## src/rtl/cellb_pkg.sv

```systemverilog
// ----------------------------------------------------------------------------
// Cell list binning package
// Widths, codes, state encoding and unit request types shared by the core.
// ----------------------------------------------------------------------------
package cellb_pkg;

	// Field widths.
	localparam int POS_W     = 32;
	localparam int INV_W     = 32;
	localparam int FRAC_W    = 48;
	localparam int SIDE_W    = 5;
	localparam int COORD_W   = 4;
	localparam int PID_W     = 12;
	localparam int CELL_W    = 12;
	localparam int LINK_W    = 13;
	localparam int COUNT_W   = 13;
	localparam int TMP_W     = 9;
	localparam int CFG_IDX_W = 3;

	// Store sizes and special values.
	localparam int MAX_CELLS = 4096;
	localparam int MAX_SIDE  = 16;
	localparam int MIN_SIDE  = 3;
	localparam logic [LINK_W-1:0]  LINK_EMPTY  = LINK_W'(4096);
	localparam logic [COUNT_W-1:0] COUNT_LIMIT = COUNT_W'(4097);
	localparam logic [CELL_W-1:0]  CELL_LAST   = CELL_W'(MAX_CELLS - 1);

	// Configuration register indexes.
	localparam logic [CFG_IDX_W-1:0] CFG_N_SIDE_X  = 3'd0;
	localparam logic [CFG_IDX_W-1:0] CFG_N_SIDE_Y  = 3'd1;
	localparam logic [CFG_IDX_W-1:0] CFG_N_SIDE_Z  = 3'd2;
	localparam logic [CFG_IDX_W-1:0] CFG_INV_BOX_X = 3'd3;
	localparam logic [CFG_IDX_W-1:0] CFG_INV_BOX_Y = 3'd4;
	localparam logic [CFG_IDX_W-1:0] CFG_INV_BOX_Z = 3'd5;

	// Operation codes carried on the input side-band.
	typedef enum logic [1:0] {
		OP_LOCATE = 2'd0,
		OP_INSERT = 2'd1,
		OP_CLEAR  = 2'd2,
		OP_COUNT  = 2'd3
	} op_t;

	// Sequencer states.
	typedef enum logic [3:0] {
		ST_CLEAR,
		ST_IDLE,
		ST_AXIS,
		ST_INDEX,
		ST_HEAD,
		ST_WALK_RD,
		ST_WALK_HD,
		ST_WALK_LK,
		ST_DONE
	} state_t;

	// Request to the shared axis unit.
	typedef struct packed {
		logic [POS_W-1:0]  pos;
		logic [INV_W-1:0]  inv;
		logic [SIDE_W-1:0] side;
	} axis_req_t;

	// Request to the linear index unit: (a * side_y + b) * side_z + c.
	typedef struct packed {
		logic [SIDE_W-1:0]  a;
		logic [COORD_W-1:0] b;
		logic [COORD_W-1:0] c;
		logic [SIDE_W-1:0]  side_y;
		logic [SIDE_W-1:0]  side_z;
	} idx_req_t;

endpackage

```

## src/rtl/cellb_axis.sv

```systemverilog
// ----------------------------------------------------------------------------
// Cell list binning axis unit
// Two-stage shared unit: position times reciprocal box length, keep the
// periodic fraction, then scale the fraction by the side count.
// ----------------------------------------------------------------------------
module cellb_axis (
	input  logic                          clk,
	input  cellb_pkg::axis_req_t          req,
	output logic [cellb_pkg::COORD_W-1:0] coord
);

	logic signed [2*cellb_pkg::POS_W+1:0] prod;
	logic [cellb_pkg::FRAC_W-1:0]         frac_s1;
	logic [cellb_pkg::SIDE_W-1:0]         side_s1;
	logic [cellb_pkg::FRAC_W+cellb_pkg::SIDE_W-1:0] scaled;
	logic [cellb_pkg::COORD_W-1:0]        coord_s2;

	// Signed position times unsigned reciprocal; the low bits hold the wrap.
	assign prod = $signed({req.pos[cellb_pkg::POS_W-1], req.pos}) * $signed({1'b0, req.inv});

	always_ff @(posedge clk) begin
		frac_s1 <= prod[cellb_pkg::FRAC_W-1:0];
		side_s1 <= req.side;
	end

	// The integer part of fraction times side count is the coordinate.
	assign scaled = (cellb_pkg::FRAC_W + cellb_pkg::SIDE_W)'(frac_s1) *
		(cellb_pkg::FRAC_W + cellb_pkg::SIDE_W)'(side_s1);

	always_ff @(posedge clk) begin
		coord_s2 <= scaled[cellb_pkg::FRAC_W +: cellb_pkg::COORD_W];
	end

	assign coord = coord_s2;

endmodule

```

## config.mk

```make
export PLATFORM = sky130hd
export DESIGN_NAME = cellb_axis
export DESIGN_NICKNAME = d
export VERILOG_FILES = /design/src/rtl/cellb_pkg.sv /design/src/rtl/cellb_axis.sv
export SDC_FILE = /design/constraint.sdc
export NUM_CORES = 2
export LEC_CHECK = 0
export ABC_AREA = 1
export BUFFER_PORTS_ARGS = -buffer_cell sky130_fd_sc_hd__buf_2
export CORE_UTILIZATION = 45
export DETAILED_ROUTE_END_ITERATION = 8
export GPL_ROUTABILITY_DRIVEN = 0
export PLACE_DENSITY = 0.71
export SLEW_MARGIN = 40
export SYNTH_ARGS = -nofsm -noshare
export SYNTH_HDL_FRONTEND = slang
export SYNTH_SLANG_ARGS = --single-unit
```

## constraint.sdc

```tcl
create_clock -name clk -period 7.96 [get_ports clk]
set_clock_uncertainty 0.2 [all_clocks]
set_input_delay 1.592 -clock clk [delete_from_list [all_inputs] [get_ports clk]]
set_output_delay 1.592 -clock clk [all_outputs]
set_load 0.02 [all_outputs]
```

==> metrics.cfg <==
[layout]
n_fill_cell=7724
drive_above_1_share_pct=9.88
fin_area_um2=42500
fin_cells=6284
area_delta_synth_final_pct=12.4
final_core_util_pct=51.4
nNetsFinal=6454

[global_route]
antenna_found_initial=3
grt_pass1_vias=33400
overflow=0
track_usage_pct=25.1
grt_start_max_net_pins=49
grt_pass1_wl_um=171000

[logic_synthesis]
synth_flop_cell=dfxtp_1
synth_edf_count=0
synth-async-reset-ratio_pct=0
ys_types=43
synthCells=4987
ys_seq_elements=57
syn_area_per_cell_um2=7.58
syn_nets=6234
synth_warnings=0
syn_area_um2=37800
seq_area_frac_synth_pct=3.02

[detailed_routing]
ant_nets=0
wl_per_cell_um=16.2
first_pass_iters=8
drcViolationCount=2
routed_wl_um=102000
viasPerCell=4.92
num_vias=30900
drt_iter0_drc=2115

[clock_network]
worstSkewPairLatency_ns=0.34
h-tree-depth=3
cts_tree=yes
cts_buffers=9
clk_pin_slew_worst_paths_ns=0.06
numClockSinks=57
hold_buffers=0
cts-root-buf=clkbuf_16
clock_path_buffers=2

[worst_setup_path]
worstPathMaxFanout=8
cp_slowest_cell=fa_1
path_class=input pin to register
cpPeakStageDelay_ns=0.56
critPathBufInv=6
critPathMostFrequentCell=fa_1
cp_data_arrival_time_ns=7.92
path_cells=clkbuf_4 -> buf_12 -> nand2_1 -> inv_1 -> fa_1 -> fa_1 -> inv_1 -> fa_1 -> fa_1 -> inv_1 -> fa_1 -> fa_1 -> fa_1 -> fa_1 -> ha_4 -> a21oi_1 -> o21ai_0 -> a21oi_1 -> nand3_2 -> buf_4 -> xor2_1
path_delay_family=adder cells
reg2reg_slack_ns=3.53
end_kind=register
start_kind=input pin
required_ns=7.99

[flow_run]
drv_cap=0

[outcome]
status=finished with violations
violations=design-rule violations

[placement]
placement.cell_area_um2=41700
hpwl_um=88700
dp_cells=6265
portBuffers=73

[timing]
worst_pin_slew_ns=0.593
slew_viol_final=0
grt_setup_unrepaired=true
setup_viol_count_final=0
fin_crit_ns=7.89
relSlewSlack_pct=60.4
finalHoldViolCount=0
fin_tns_setup_ns=0
finalCritPeriodShare_pct=99.1
fmax_mhz=127

[die]
die_area_um2=85100
die_w_um=292
chipHeight_um=292
rows=105
initial_core_util_pct=45.7
core_um2=82600
num_io_pins=74

[hold_path]
hold_path_class=register to register

[worst register-to-register path: stages (launching register included)]
cell      delay, ns
dfxtp_1        0.31
buf_4          0.46
nand2_1        0.24
fa_1           0.58
inv_1          0.05
fa_1           0.49
fa_1           0.46
ha_1           0.35
nand2_1        0.14
nor4_1         0.47
nand3_1        0.12
nor2_1         0.16
o21bai_1       0.11
nand4_1        0.07
nand2_1        0.08
[cell usage in the layout, fill, tap and decap left out, types with 14 or more instances in the layout]
| cell type | n |
|---|---|
| a21o_1 | 15 |
| buf_12 | 37 |
| buf_4 | 308 |
| o21ai_0 | 47 |
| nor2_1 | 122 |
| ha_1 | 249 |
| a21oi_1 | 92 |
| xnor2_1 | 16 |
| nand2_1 | 1383 |
| buf_2 | 35 |
| fa_1 | 910 |
| clkbuf_4 | 19 |
| nand4_1 | 14 |
| xor2_1 | 34 |
| dfxtp_1 | 57 |
| inv_1 | 1630 |
| nand3_1 | 59 |
[cells in the mapped netlist, drive strengths merged, types with 15 or more instances]
library cell / instances / share of area (%)
xor2: 36 / 0.83
nand3: 63 / 0.86
a21o: 15 / 0.30
o21ai: 60 / 0.80
fa: 917 / 49
nor2: 136 / 1.4
a21oi: 100 / 1.4
dfxtp: 57 / 3.0
buf: 27 / 0.31
clkbuf: 173 / 1.7
xnor2: 17 / 0.39
inv: 1641 / 16
ha: 260 / 8.6
nand2: 1395 / 14
[area by class of cell]
| class | instances | area [µm²] | area share, % |
|---|---|---|---|
| Sequential cell | 57 | 1140 | 2.69 |
| Clock buffer | 10 | 239 | 0.563 |
| Antenna cell | 2 | 5.00 | 0.0118 |
| Inverter | 1642 | 6170 | 14.5 |
| Tap cell | 1070 | 1340 | 3.15 |
| Clock inverter | 6 | 90.1 | 0.212 |
| Timing Repair Buffer | 409 | 3480 | 8.20 |
| Multi-Input combinational cell | 3088 | 30000 | 70.6 |
[metal layers]
metal / part of all wire, % / global-route usage [%]
met1: 42 / 33.3
met2: 48 / 43.5
met3: 7.2 / 3.24
met4: 2.6 / 5.96
met5: 0.012 / 0
[stage by stage]
stage          hold slack, ns  setup slack (ns)
6_report                0.731            0.0708
5_1_grt                 0.773           -0.0477
2_1_floorplan           0.492             0.109
3_3_place_gp            0.708            -0.429
3_5_place_dp            0.715            -0.429
4_1_cts                 0.729           0.00663
[final timing paths]
| check | start | to | cells past startpoint |
|---|---|---|---|
| setup / recovery | req[25] | frac_s1[27]$_DFF_P_ | 21 |
| hold / removal | frac_s1[47]$_DFF_P_ | coord[3]$_DFF_P_ | 5 |
| setup reg to reg | side_s1[2]$_DFF_P_ | coord[3]$_DFF_P_ | 14 |
| hold reg to reg | frac_s1[47]$_DFF_P_ | coord[3]$_DFF_P_ | 5 |
[state kept, by name (all words and copies together), names as in the netlist]
name and flops:
frac_s1 48, side_s1 5, coord 4
[kinds of logic after synthesis]
logic type / share of synthesized area, %
buffers and inverters: 18.3
flip-flops: 3.02
AO/OA/AOI/OAI: 3.25
AND/OR/NAND/NOR: 17.0
XOR/XNOR: 1.23
adder cells (fa/ha/maj): 57.2
[what timing repair did]
action	CTS	global route
pin swaps	0	20
resized for setup	10	111
buffers inserted	0	1
endpoints found under the setup margin	3	25
Power is not shown: default switching activity piles up to over one toggle a cycle in this logic, so the estimate is an artifact.
