===== src/rtl/cellb_pkg.sv =====
// ----------------------------------------------------------------------------
// Cell list binning package
// Widths, codes, state encoding and unit request types shared by the core.
// ----------------------------------------------------------------------------
package cellb_pkg;

	// Field widths.
	localparam int POS_W     = 32;
	localparam int INV_W     = 32;
	localparam int FRAC_W    = 48;
	localparam int SIDE_W    = 5;
	localparam int COORD_W   = 4;
	localparam int PID_W     = 12;
	localparam int CELL_W    = 12;
	localparam int LINK_W    = 13;
	localparam int COUNT_W   = 13;
	localparam int TMP_W     = 9;
	localparam int CFG_IDX_W = 3;

	// Store sizes and special values.
	localparam int MAX_CELLS = 4096;
	localparam int MAX_SIDE  = 16;
	localparam int MIN_SIDE  = 3;
	localparam logic [LINK_W-1:0]  LINK_EMPTY  = LINK_W'(4096);
	localparam logic [COUNT_W-1:0] COUNT_LIMIT = COUNT_W'(4097);
	localparam logic [CELL_W-1:0]  CELL_LAST   = CELL_W'(MAX_CELLS - 1);

	// Configuration register indexes.
	localparam logic [CFG_IDX_W-1:0] CFG_N_SIDE_X  = 3'd0;
	localparam logic [CFG_IDX_W-1:0] CFG_N_SIDE_Y  = 3'd1;
	localparam logic [CFG_IDX_W-1:0] CFG_N_SIDE_Z  = 3'd2;
	localparam logic [CFG_IDX_W-1:0] CFG_INV_BOX_X = 3'd3;
	localparam logic [CFG_IDX_W-1:0] CFG_INV_BOX_Y = 3'd4;
	localparam logic [CFG_IDX_W-1:0] CFG_INV_BOX_Z = 3'd5;

	// Operation codes carried on the input side-band.
	typedef enum logic [1:0] {
		OP_LOCATE = 2'd0,
		OP_INSERT = 2'd1,
		OP_CLEAR  = 2'd2,
		OP_COUNT  = 2'd3
	} op_t;

	// Sequencer states.
	typedef enum logic [3:0] {
		ST_CLEAR,
		ST_IDLE,
		ST_AXIS,
		ST_INDEX,
		ST_HEAD,
		ST_WALK_RD,
		ST_WALK_HD,
		ST_WALK_LK,
		ST_DONE
	} state_t;

	// Request to the shared axis unit.
	typedef struct packed {
		logic [POS_W-1:0]  pos;
		logic [INV_W-1:0]  inv;
		logic [SIDE_W-1:0] side;
	} axis_req_t;

	// Request to the linear index unit: (a * side_y + b) * side_z + c.
	typedef struct packed {
		logic [SIDE_W-1:0]  a;
		logic [COORD_W-1:0] b;
		logic [COORD_W-1:0] c;
		logic [SIDE_W-1:0]  side_y;
		logic [SIDE_W-1:0]  side_z;
	} idx_req_t;

endpackage


===== src/rtl/cellb_index.sv =====
// ----------------------------------------------------------------------------
// Cell list binning index unit
// Two-stage multiply-add that forms the linear cell index, and the number
// of active cells when the coordinates are replaced by the side counts.
// ----------------------------------------------------------------------------
module cellb_index (
	input  logic                          clk,
	input  cellb_pkg::idx_req_t           req,
	output logic [cellb_pkg::COUNT_W-1:0] result
);

	logic [2*cellb_pkg::SIDE_W-1:0]  row_full;
	logic [cellb_pkg::TMP_W-1:0]     row_s1;
	logic [cellb_pkg::COORD_W-1:0]   c_s1;
	logic [cellb_pkg::SIDE_W-1:0]    side_z_s1;
	logic [cellb_pkg::COUNT_W:0]     lin_full;
	logic [cellb_pkg::COUNT_W-1:0]   lin_s2;

	// First stage: a * side_y + b.
	assign row_full = (2*cellb_pkg::SIDE_W)'(req.a) * (2*cellb_pkg::SIDE_W)'(req.side_y) +
		(2*cellb_pkg::SIDE_W)'(req.b);

	always_ff @(posedge clk) begin
		row_s1    <= row_full[cellb_pkg::TMP_W-1:0];
		c_s1      <= req.c;
		side_z_s1 <= req.side_z;
	end

	// Second stage: row * side_z + c.
	assign lin_full = (cellb_pkg::COUNT_W+1)'(row_s1) * (cellb_pkg::COUNT_W+1)'(side_z_s1) +
		(cellb_pkg::COUNT_W+1)'(c_s1);

	always_ff @(posedge clk) begin
		lin_s2 <= lin_full[cellb_pkg::COUNT_W-1:0];
	end

	assign result = lin_s2;

endmodule


===== config.mk =====
export PLATFORM = sky130hd
export DESIGN_NAME = cellb_index
export DESIGN_NICKNAME = d
export VERILOG_FILES = /design/src/rtl/cellb_pkg.sv /design/src/rtl/cellb_index.sv
export SDC_FILE = /design/constraint.sdc
export NUM_CORES = 1
export LEC_CHECK = 0
export ABC_AREA = 1
export BUFFER_PORTS_ARGS = -buffer_cell sky130_fd_sc_hd__buf_2
export CORE_MARGIN = 3
export CORE_UTILIZATION = 50
export DETAILED_ROUTE_END_ITERATION = 12
export MAX_ROUTING_LAYER = met4
export PLACE_DENSITY = 0.73
export SLEW_MARGIN = 15
export SYNTH_ARGS = -nofsm -noshare
export SYNTH_HDL_FRONTEND = slang
export SYNTH_SLANG_ARGS = --single-unit
export TNS_END_PERCENT = 10

===== constraint.sdc =====
create_clock -name clk -period 6.05 [get_ports clk]
set_clock_uncertainty 0.1 [all_clocks]
set_input_delay 0.3025 -clock clk [delete_from_list [all_inputs] [get_ports clk]]
set_output_delay 0.3025 -clock clk [all_outputs]
set_load 0.02 [all_outputs]

==> results of run 1 <==
sequential cells by signal, indices dropped and copies added, names as in the netlist:
signal / flops
side_z_s1: 5
row_s1: 9
result: 13
c_s1: 4
synthesized netlist by cell type:
library cell and n:
sky130_fd_sc_hd__nand3_2 2, sky130_fd_sc_hd__buf_4 1, sky130_fd_sc_hd__a21oi_1 7, sky130_fd_sc_hd__ha_1 44, sky130_fd_sc_hd__nand2_1 130, sky130_fd_sc_hd__xor2_1 10, sky130_fd_sc_hd__clkbuf_1 4, sky130_fd_sc_hd__inv_1 133
sky130_fd_sc_hd__nor2_1 10, sky130_fd_sc_hd__nand3_1 13, sky130_fd_sc_hd__nor2_2 2, sky130_fd_sc_hd__nand2_2 2, sky130_fd_sc_hd__xnor2_1 1, sky130_fd_sc_hd__fa_1 36, sky130_fd_sc_hd__a21boi_0 1, sky130_fd_sc_hd__o21bai_2 1
sky130_fd_sc_hd__dfxtp_1 31, sky130_fd_sc_hd__nand4_1 1, sky130_fd_sc_hd__a21oi_2 1
power by group through the flow:
stage,Clock [mW],Sequential [mW],Combinational (mW)
after global placement,0,0.346,1.49
final,0.212,0.343,1.51
after global routing,0.226,0.354,1.80
after floorplan,0,0.385,1.17
after detailed placement,0,0.347,1.51
after CTS,0.218,0.344,1.53
critical path, cell delays in order (launching register included):
cell and delay, ns:
sky130_fd_sc_hd__dfxtp_1 0.49, sky130_fd_sc_hd__nand2_1 0.14, sky130_fd_sc_hd__fa_1 0.54, sky130_fd_sc_hd__inv_1 0.05, sky130_fd_sc_hd__fa_1 0.52, sky130_fd_sc_hd__inv_1 0.05
sky130_fd_sc_hd__fa_1 0.52, sky130_fd_sc_hd__inv_1 0.04, sky130_fd_sc_hd__ha_1 0.35, sky130_fd_sc_hd__nand2_1 0.12, sky130_fd_sc_hd__inv_1 0.05, sky130_fd_sc_hd__a21oi_1 0.19
sky130_fd_sc_hd__nand3_1 0.12, sky130_fd_sc_hd__nand2_1 0.07, sky130_fd_sc_hd__nand2_1 0.04
cell families (layout without fill, tap and decap cells):
family	Yosys count	in the layout	share of synthesized area [%]
and+or+nand+nor	160	160	20.0
buffers and inverters	138	177	16.2
adders and majority gates	80	80	39.5
DFF	31	31	19.3
xor gates and xnor gates	11	11	3.00
AOI/OAI and AO/OA	10	10	1.95
layout make-up:
| cell class | instances | area share [%] |
|---|---|---|
| multi-input cells | 261 | 57.8 |
| flip-flops and latches | 31 | 17.3 |
| inverters | 133 | 13.9 |
| repair buffers | 36 | 5.03 |
| well taps | 75 | 2.62 |
| clock buffers | 6 | 2.30 |
| clock inverters | 2 | 0.978 |
through the flow:
| step | cell area (um^2) | utilization [%] | worst slack, ns | cells | hold slack (ns) |
|---|---|---|---|---|---|
| floorplan | 3210 | - | 2.73 | 430 | 0.230 |
| global placement | 3470 | 57.2 | 2.65 | 536 | 0.306 |
| detailed placement | 3470 | 57.2 | 2.60 | 536 | 0.306 |
| CTS | 3580 | 59.1 | 2.57 | 544 | 0.00386 |
| global route | 3580 | 59.1 | 2.27 | 544 | 0.00345 |
| finish | 3580 | 59.1 | 2.56 | 544 | 0.0146 |
routing by layer:
metal	up-vias	track usage (%)	part of all wire [%]
li1	1302	-	-
met1	1141	19.0	43
met2	33	32.4	52
met3	8	2.95	3.0
met4	0	5.81	1.7
met5	-	-	0
worst min path at each step:
stage | startpoint | end | slack [ns] | depth (start not counted)
2_1_floorplan | req[10] | c_s1[0] | 0.23 | 0
3_3_place_gp | req[10] | c_s1[0] | 0.31 | 1
3_5_place_dp | req[12] | c_s1[2] | 0.31 | 1
4_1_cts | req[10] | c_s1[0] | 0.004 | 1
5_1_grt | req[11] | c_s1[1] | 0.003 | 1
6_report | req[0] | side_z_s1[0] | 0.01 | 1
==> results.md, run 1 <==
- At the end of routability-driven placement, the weighted congestion stood at 0.827.
- The area share of the leading cell type in the synthesized netlist is 22.4%.
- Along the worst path, the maximum fanout reaches 10.
- The buffer type at the clock tree root is sky130_fd_sc_hd__clkbuf_8.
- The max-slew violation count is 0.
- The warning count from the yosys run is 0.
- Setup repair after global routing left no endpoint under its margin.
- Counting along the longest clock path gives a buffer depth of 2.
- The completed layout was analyzed and its total power is 2.06 mW.
- Fill cells in the final layout number 581.
- Synthesis handed over a netlist of 430 instances.
- The number of antenna diodes in the final layout is 0.
- The via density per instance is 4.57.
- The critical path is of the reg2reg type.
- The worst-case IR drop observed on VDD is 0.393 mV.
- The critical path data arrival time is 3.57 ns.
- The signed area change from the synthesized netlist to the final layout is 11.5%.
- Counting the buffers created by CTS gives 5.
- The launching point of the worst reg2reg path is side_z_s1[4].
- Sequential cells account for 16.6% of the total power.
- The cts-stage hold buffer count is 0.
- The most common cell after layout, fill and taps aside is sky130_fd_sc_hd__inv_1.
- The post-synth net total is 534.
- Sequential elements use 19.3% of the synthesized area.
- The first global-routing pass estimated 10,400 um of wire.
- The die width is 86.2 um.
- The die outline area is 7430 um^2.
- After detailed routing, the average wire length per cell comes to 9.98 um.
- The post-route DRC violation count is 0.
- The number of placement rows is 28.
- Across the run, the number of max-cap violations was 0.
- The region available for standard cell placement spans 6060 um^2.
- The number of antenna violations at the first check in global routing is 0.
- The register-to-register setup slack is 2.56 ns.
- The maximum number of pins on one net before global-route repair is 11.
- In this run switching power makes up 51.2% of total power.
- The number of I/O pins is 37.
- The initial utilization of the core area, before any placement, comes to 53.0%.
- The number of gates resized after CTS was 0.
- Clock latency on the worst-skew pair, taken at its later pin, is 0.28 ns.
- The flow ran to the end, and the final reports show no timing, DRC or antenna violations.
- The number of cells on the worst reg-to-reg path is 14.
- The first-pass detailed-route iteration total is 4.
- The synthesized netlist contains 19 unique library cells.
- The clock network fraction of design power is 10.3%.
- Summing every instance area after synthesis gives 3210 um^2.
- Clock-pin slew was measured on the worst setup and hold paths at 0.07 ns.
- Synthesis inferred 31 register bits.
- For the worst setup path, the data required time is 6.14 ns.
- The worst path needs 3.49 ns of the cycle, external delays included.
- In this run the number of H-tree levels came out at 2.
- The HPWL after detailed placement is 4690 um.
- The number of buffers added on ports is 36.
- The library cells used most frequently in the layout, excluding fill and tap cells, are 133 x sky130_fd_sc_hd__inv_1, 130 x sky130_fd_sc_hd__nand2_1, 44 x sky130_fd_sc_hd__ha_1.
- The sum of overflow across all layers after global routing is 0.
- The routed layout has 2,484 vias.
- The most critical setup path has its startpoint at side_z_s1[4].
- Measured against its own limit, the worst slew margin works out to 78.4%.
- The critical path capture point type is a flop.
- In the post-synthesis netlist, the biggest area contributors are sky130_fd_sc_hd__fa_1 22%, sky130_fd_sc_hd__dfxtp_1 19%, sky130_fd_sc_hd__ha_1 17%.
- The library cell with the largest summed area after synthesis is sky130_fd_sc_hd__fa_1.
- The fraction of layout instances using a drive strength above 1 is 11.1%.
- The switching power is 1.06 mW.
- The share of total power dissipated in combinational logic is 73.1%.
- Static timing analysis puts the maximum clock frequency at 287 MHz.
- Setup violations remaining at the end of the flow were counted as 0.
- TritonCTS built the clock tree.
- The number of hold violations in the final report came to 0.
- The pin slew with the least headroom to its limit is 0.324 ns.
- The sequential cells in the finished layout cover a total of 621 um^2.
- Setup total negative slack on the finished layout was measured at 0 ns.
- Global routing used 17.5% of the available tracks.
- The routed design has 5430 um of wire.
- The number of clock sinks seen by CTS is 31.
- The multi-input combinational cells in the finished layout cover a total of 2070 um^2.
- Dividing the final minimum period by the clock period gives 57.6%.
- The number of design-rule violations left by the first detailed-router iteration is 89.
- The kind of path behind the tightest hold check is in2reg.
- Internal power comes to 1.01 mW.
- In this run the power density over the cells is 576 nW/um^2.
- The synthesized area per cell is 7.48 um^2.
- The die is 86.2 um tall.
- STA classifies the critical path startpoint as a flop.
- In this run the post-CTS setup repair buffer count came out at 0.
- The analysis attributes to cell leakage a power of 2.37 nW.
- In this run the remaining antenna-violating nets after routing total 0.
- The number of global-route vias before repair came to 2,549.
- The end of the critical path is result[11].
- The worst reg2reg path endpoint is result[11].
- The final net count is 572.
No activity file was read; power rests on OpenSTA's default activity.
==> inputs of run 2 (changes only) <==
- ABC_AREA: 1 -> 0
- PLACE_DENSITY: 0.73 -> 0.76
- clock period: 6.05 -> 2.8 ns (I/O delays scaled with it)
==> run 2 against run 1 <==
Count of clock-buffer cells in the layout stayed put. The flow now finishes with violations (setup timing). First-iteration DRC count is 40% lower. Die area is 7.2% lower. Sequential share of layout area is 1.4 points lower.
==> results.md, run 2 <==
- The pin slew with the least headroom to its limit is 0.273 ns (-0.0510 ns).
- The critical path in this run is classified as reg2reg.
- The number of antenna violations at the first check in global routing is 0 (unchanged).
- The post-synth net total was 412 (-23%).
- The placed wire-length estimate after detailed placement is 4890 um (+4.2%).
- The number of flops mapped to enable cells by yosys is 0 (unchanged).
- The met1 wire length is 2240 um (-3.6%).
- The synthesized instance count was 308 (-28%).
- The area growth from synthesis to layout is 35.8%.
- The maximum number of pins on one net before global-route repair is 12 (+1).
- The post-synthesis instance area was 2970 um^2 (-7.7%).
- The warning count from the yosys run is 0 (unchanged).
- The logic depth of the worst setup path including buffers was 12 (-2).
- The library cell with the largest summed area after synthesis is sky130_fd_sc_hd__fa_1.
- The launching point of the worst reg2reg path is side_z_s1[2].
- The maximum buffer depth of the clock tree is 2 (unchanged).
- The area share of the leading cell type in the synthesized netlist was 24.3% (+1.9 points).
- The share of the yosys chip area belonging to registers came to 20.9% (+1.6 points).
- The number of clock sinks seen by CTS is 31 (unchanged).
- The post-route setup TNS was -3.07 ns (-3.07 ns).
- The worst slack at placement came to -0.565 ns (-3.16 ns).
- The post-CTS setup-driven buffer insertion count is 0 (unchanged).
- The flip-flop count of the largest register, all copies and words added came to 13 (unchanged).
- The count of vias placed by the detailed router is 2,337 (-5.9%).
- The final routed wirelength across all metal layers is 6000 um (+10%).
- The via density per instance is 4.85 (+6.2%).
- The critical path data arrival time came to 3.44 ns (-0.13 ns).
- The biggest cell delay along the critical path is 0.49 ns (-0.05 ns).
- The max-slew violation count is 0 (unchanged).
- The share of the core filled with cells was 71.8% (+13 points).
- The number of design-rule violations left by the first detailed-router iteration was 53 (-40%).
- The clock tree from TritonCTS is done.
- Setup repair after global routing could not meet its margin everywhere.
- The end of the critical path is result[11].
- The final routed wire length divided by cell count is 12.4 um (+25%).
- The maximum achievable frequency is 301 MHz (+5.0%).
- The startpoint type of the worst setup path is a flop.
- The number of CTS-inserted buffers is 5 (unchanged).
- Walking the worst path, the cells encountered are and2_4, fa_1, fa_1, inv_1, fa_1, inv_2, ha_4, and3_4, a211oi_4, nand2b_2, a31oi_2, xnor2_1.
- The number of filler instances in the final layout is 406 (-30%).
- Sorting the synthesized cells by area gives the leading types as sky130_fd_sc_hd__fa_1 24%, sky130_fd_sc_hd__dfxtp_1 21%, sky130_fd_sc_hd__ha_1 19%.
- The endpoint identified for the worst register-to-register timing path is result[11].
- The maximum fanout along the worst path is 9 (-1).
- The met3 routed wirelength is 150 um (-9.1%).
- The total routing resource utilization after global routing was 18.7% (+1.2 points).
- The global placement routability congestion came to 0.831 (+0.56%).
- The starting utilization of the core area is 52.9% (-0.13 points).
- The count of antenna-violating nets left after detailed routing is 0 (unchanged).
- The vertical extent of the die was 83.0 um (-3.7%).
- The number of buffers added on ports was 36 (unchanged).
- The number of hold violations in the final report is 0 (unchanged).
- The required time reported for the critical path endpoint is 2.91 ns (-3.23 ns).
- The first-pass GRT wire length is 10,500 um (+1.4%).
- Routed signal wires occupy layers up through met4.
- The number of global-route vias before repair is 2,580 (+1.2%).
- The share of async-settable or async-resettable flops after synthesis came to 0% (unchanged).
- The cell that appears most often on the critical path is sky130_fd_sc_hd__fa_1.
- Among all stages on the critical path, the largest delay is contributed by sky130_fd_sc_hd__fa_1.
- The flop and latch count out of synthesis was 31 (unchanged).
- The total cell area at the placement stage was 3730 um^2 (+7.7%).
- The final worst setup slack is -0.522 ns (-3.08 ns).
- The combined buffer and inverter count along the critical path is 2 (-2).
- The synthesized area per cell is 9.63 um^2 (+29%).
- The H-tree depth was 2 (unchanged).
- The routed length on met2 was 3520 um (+24%).
- The sum of overflow across all layers after global routing is 0 (unchanged).
- The die width was 83.0 um (-3.7%).
- The number of cells on the worst reg-to-reg path is 12 (-2).
- In the post-synthesis netlist, the cell with the most instances is sky130_fd_sc_hd__inv_1.
- The clock insertion delay at the later pin of the skew report is 0.29 ns (about the same).
- CTS placed an instance of sky130_fd_sc_hd__clkbuf_8 at the clock tree root.
- The number of I/O pins is 37 (unchanged).
- The kind of path behind the tightest hold check is in2reg.
- In the layout the commonest cells are 61 x sky130_fd_sc_hd__inv_1, 47 x sky130_fd_sc_hd__buf_4, 42 x sky130_fd_sc_hd__and2_1.
- The final critical-path share of the clock period was 119% (+61 points).
- The area of all placed cells without fillers is 4030 um^2 (+12%).
- The number of placement rows is 27 (-3.6%).
- The run finished, with violations left.
- Leaving out fill and tap cells, the most frequent cell in the layout is sky130_fd_sc_hd__inv_1.
- The final net count came to 513 (-10%).
- The worst setup path is captured at a flop.
- The count of distinct cell types in the synthesized netlist is 28 (+9).
- The first-pass detailed-route iteration total is 4 (unchanged).
- The max-cap check violation count was 0 (unchanged).
- The clock transition at the registers of the reported paths is 0.07 ns (about the same).
- The register-to-register setup slack is -0.52 ns (-3.08 ns).
- The checks that failed: setup timing.
- The antenna diode instance count is 0 (unchanged).
- The relative slew slack is 81.6% (+3.2 points).
- The post-layout minimum cycle time came to 3.32 ns (-0.165 ns).
- By count the netlist is led by 64 x sky130_fd_sc_hd__inv_1, 47 x sky130_fd_sc_hd__and2_1, 44 x sky130_fd_sc_hd__ha_1.
- In this run the worst setup path begins at side_z_s1[2].
- The fraction of layout instances using a drive strength above 1 is 35.4% (+24 points).
- The number of setup violations in the final report is 10 (+10).
- The total core area is 5610 um^2 (-7.5%).
- The post-route DRC violation count is 0 (unchanged).
- The die outline area is 6890 um^2 (-7.2%).
- On the critical path the largest part of the delay comes from adder cells.
- The dominant synthesized flop cell is sky130_fd_sc_hd__dfxtp_1.
-- run 2: worst min path at each step --
| stage | cells past startpoint | start | endpoint |
|---|---|---|---|
| floorplan | 0 | req[2] | side_z_s1[2] |
| global placement | 1 | req[4] | side_z_s1[4] |
| detailed placement | 1 | req[0] | side_z_s1[0] |
| CTS | 3 | req[15] | row_s1[1] |
| global route | 3 | req[15] | row_s1[1] |
| finish | 3 | req[15] | row_s1[1] |
-- run 2: layout make-up --
class / count / area, um^2 / share of cell area [%]
Sequential cell: 31 / 643 / 16.0
Multi-Input combinational cell: 213 / 2290 / 57.0
Clock buffer: 6 / 93.8 / 2.33
Clock inverter: 2 / 13.8 / 0.342
Inverter: 64 / 240 / 5.96
Timing Repair Buffer: 94 / 653 / 16.2
Tap cell: 72 / 90.1 / 2.24
-- run 2: cells by family after synthesis --
family,after synthesis,synth area share (%)
AO/OA/AOI/OAI,27,6.66
XOR/XNOR,19,5.61
adder cells (fa/ha/maj),80,42.9
buffers and inverters,64,8.10
flip-flops,31,20.9
AND/OR/NAND/NOR,87,15.9
-- run 2: routing by layer --
layer / vias to the layer above / track usage [%]
li1: 1150 / -
met1: 1140 / 17.7
met2: 39 / 38.3
met3: 8 / 2.78
met4: 0 / 5.05
met5: - / -
-- run 2: stage by stage --
step	std cells	hold slack (ns)
floorplan	308	0.0677
global placement	464	0.142
detailed placement	464	0.144
CTS	482	0.156
global route	482	0.178
finish	482	0.158
-- run 2: what timing repair did --
item / 4_1_cts / 5_1_grt
hold endpoints to repair: 10 / 0
setup endpoints to repair: 13 / 13
gates resized for setup: 13 / 12
pin swaps: 10 / 2
hold buffers: 10 / 0
-- run 2: worst register-to-register path, cell delays in order, from the launching register on --
cell and delay (ns):
sky130_fd_sc_hd__dfxtp_4 0.38, sky130_fd_sc_hd__and2_4 0.15, sky130_fd_sc_hd__fa_1 0.49, sky130_fd_sc_hd__fa_1 0.49, sky130_fd_sc_hd__inv_1 0.05, sky130_fd_sc_hd__fa_1 0.49, sky130_fd_sc_hd__inv_2 0.04, sky130_fd_sc_hd__ha_4 0.23
sky130_fd_sc_hd__and3_4 0.18, sky130_fd_sc_hd__a211oi_4 0.22, sky130_fd_sc_hd__nand2b_2 0.10, sky130_fd_sc_hd__a31oi_2 0.20, sky130_fd_sc_hd__xnor2_1 0.13
Power of run 2 is not shown: default switching activity piles up to over one toggle a cycle in this logic, so the estimate is an artifact.
==> inputs of run 3 (changes only) <==
- CTS_CLUSTER_DIAMETER: not set -> 200
- SETUP_SLACK_MARGIN: not set -> 0.4
==> run 3 against run 2 <==
The run still ends with setup timing left. Count of clock-buffer cells in the layout unchanged. Flip-flop and latch count unchanged. Design area increased by 1.1%. Hold slack got worse by 0.0017 ns. Routed wire length increased by 4.7%. Die area unchanged. Non-clock buffer count unchanged. Global-route usage increased by 0.065 points. Fmax decreased by 0.32%. Largest cell class unchanged.
==> results.md, run 3 (same netlist as run 2, synthesis figures left out) <==
- The flow ran to the end, but the final reports show violations.
- The final reports fail on setup timing.
- Setup repair after global routing could not meet its margin everywhere.
- In the layout the commonest cells are 60 x sky130_fd_sc_hd__inv_1, 47 x sky130_fd_sc_hd__buf_4, 38 x sky130_fd_sc_hd__and2_1.
- The placed wire-length estimate after detailed placement is 4890 um (unchanged).
- The clock transition at the registers of the reported paths is 0.07 ns (about the same).
- The count of placed standard cells including taps is 464 (unchanged).
- The clock insertion delay at the later pin of the skew report came to 0.29 ns (about the same).
- The post-CTS setup-driven buffer insertion count is 0 (unchanged).
- The most common cell after layout, fill and taps aside is sky130_fd_sc_hd__inv_1.
- The maximum ir drop on the vdd rail is 1.30 mV.
- The maximum buffer depth of the clock tree is 2 (unchanged).
- The vertical extent of the die is 83.0 um (unchanged).
- The starting utilization of the core area is 52.9% (unchanged).
- Registers are responsible for 12.8% of the overall power.
- The sum of overflow across all layers after global routing came to 0 (unchanged).
- The number of global-route vias before repair came to 2,572 (-0.31%).
- The signed area change from the synthesized netlist to the final layout is 37.4%.
- The number of setup violations in the final report was 10 (unchanged).
- The first-pass GRT wire length was 10,500 um (+0.27%).
- The number of hold violations in the final report is 0 (unchanged).
- Of the total power, the clock network draws 7.0%.
- The maximum achievable frequency is 300 MHz (-0.32%).
- The post-route DRC violation count is 0 (unchanged).
- The H-tree depth is 2 (unchanged).
- The relative slew slack is 81.5% (about the same).
- The count of antenna-violating nets left after detailed routing is 0 (unchanged).
- The number of antenna violations at the first check in global routing is 0 (unchanged).
- The power density of the placed cells is 1420 nW/um^2.
- The maximum number of pins on one net before global-route repair is 12 (unchanged).
- The critical path data arrival time came to 3.45 ns (about the same).
- The antenna diode instance count is 0 (unchanged).
- The number of I/O pins is 37 (unchanged).
- The first-pass detailed-route iteration total is 4 (unchanged).
- The final routed wire length divided by cell count is 13.0 um (+4.7%).
- The required time reported for the critical path endpoint is 2.91 ns (about the same).
- The pin slew with the least headroom to its limit is 0.274 ns (+0.000962 ns).
- Summed over all nets, the switching power comes to 2.46 mW.
- The max-slew violation count is 0 (unchanged).
- The die width came to 83.0 um (unchanged).
- The final critical-path share of the clock period was 119% (+0.38 points).
- The max-cap check violation count is 0 (unchanged).
- The number of CTS-inserted buffers is 5 (unchanged).
- The total routing resource utilization after global routing is 18.8% (+0.065 points).
- STA classifies the critical path endpoint as a flop.
- The count of vias placed by the detailed router is 2,342 (+0.21%).
- The fraction of layout instances using a drive strength above 1 is 37.3% (+2.0 points).
- In this run switching power makes up 42.4% of total power.
- The startpoint type of the worst setup path is a flop.
- The proportion of power drawn by combinational gates is 80.2%.
- The number of clock sinks seen by CTS is 31 (unchanged).
- The total core area is 5610 um^2 (unchanged).
- Internal power comes to 3.34 mW.
- The number of design-rule violations left by the first detailed-router iteration was 61 (+15%).
- The cell leakage power is 2.07 nW.
- The worst setup path is of the reg2reg kind.
- The post-route setup TNS is -3.18 ns (-0.112 ns).
- The via density per instance is 4.86 (+0.21%).
- The post-layout minimum cycle time is 3.33 ns (+0.0105 ns).
- The number of buffers added on ports is 36 (unchanged).
- The final net count is 513 (unchanged).
- The worst slack at placement was -0.565 ns (unchanged).
- The final routed wirelength across all metal layers came to 6280 um (+4.7%).
- The final non-filler cell total is 482 (unchanged).
- The maximum fanout along the worst path is 9 (unchanged).
- The die outline area is 6890 um^2 (unchanged).
- The flip-flop count of the largest register, all copies and words added is 13 (unchanged).
- The number of placement rows is 27 (unchanged).
- The final worst setup slack is -0.533 ns (-0.0105 ns).
- The min-delay analysis places its worst path in the category in2reg.
- The buffer type at the clock tree root is sky130_fd_sc_hd__clkbuf_8.
- TritonCTS built the clock tree.
- The global placement routability congestion came to 0.831 (unchanged).
-- run 3: what timing repair did --
action | CTS | global route
endpoints found under the setup margin | 15 | 15
pin swaps | 15 | 9
resized for setup | 24 | 14
endpoints found under the hold margin | 10 | 0
hold buffers | 10 | 0
-- run 3: area by class of cell --
| type | count | area, um^2 |
|---|---|---|
| Multi-Input combinational cell | 213 | 2330 |
| Sequential cell | 31 | 649 |
| Timing Repair Buffer | 94 | 659 |
| Fill cell | 406 | 1530 |
| Clock inverter | 2 | 13.8 |
| Inverter | 64 | 240 |
| Clock buffer | 6 | 93.8 |
| Tap cell | 72 | 90.1 |
-- run 3: routing by layer --
metal  vias to the layer above  wire length [um]  part of all wire [%]  track usage, %
met3                         8               171                   2.7            2.68
met5                         -                 0                     0               -
met1                      1145              2320                    37            17.9
li1                       1150                 -                     -               -
met4                         0                95                   1.5            4.46
met2                        39              3690                    59            38.7
-- run 3: metrics by stage --
step | util, % | cell area, um^2 | hold WS (ns) | power, mW
global placement | 66.5 | 3730 | 0.142 | 4.85
CTS | 71.6 | 4020 | 0.156 | 5.68
detailed placement | 66.5 | 3730 | 0.144 | 5.06
finish | 72.7 | 4080 | 0.157 | 5.80
global route | 72.7 | 4080 | 0.177 | 6.31
floorplan | - | 3090 | 0.0677 | 3.71
-- run 3: critical path, cell delays in order (launching register included) --
cell	delay, ns
sky130_fd_sc_hd__dfxtp_4	0.38
sky130_fd_sc_hd__and2_4	0.15
sky130_fd_sc_hd__fa_1	0.49
sky130_fd_sc_hd__fa_1	0.49
sky130_fd_sc_hd__inv_1	0.05
sky130_fd_sc_hd__fa_1	0.49
sky130_fd_sc_hd__inv_2	0.04
sky130_fd_sc_hd__ha_4	0.23
sky130_fd_sc_hd__and3_4	0.18
sky130_fd_sc_hd__a211oi_4	0.22
sky130_fd_sc_hd__nand2b_2	0.10
sky130_fd_sc_hd__a31oi_2	0.20
sky130_fd_sc_hd__xnor2_1	0.13
-- run 3: final timing paths --
kind,end,start,cells past startpoint,slack (ns)
worst max register to register,result[11],side_z_s1[2],12,-0.53
worst min-delay path,row_s1[1],req[15],3,0.16
worst min register to register,result[0],c_s1[0],1,0.37
worst max-delay path,result[11],side_z_s1[2],12,-0.53
-- run 3: power groups by stage --
stage | clock [mW] | sequential [mW] | combinational, mW
floorplan | 0 | 0.834 | 2.88
global placement | 0 | 0.729 | 4.12
detailed placement | 0 | 0.732 | 4.33
CTS | 0.418 | 0.732 | 4.53
global route | 0.433 | 0.763 | 5.12
finish | 0.408 | 0.741 | 4.65
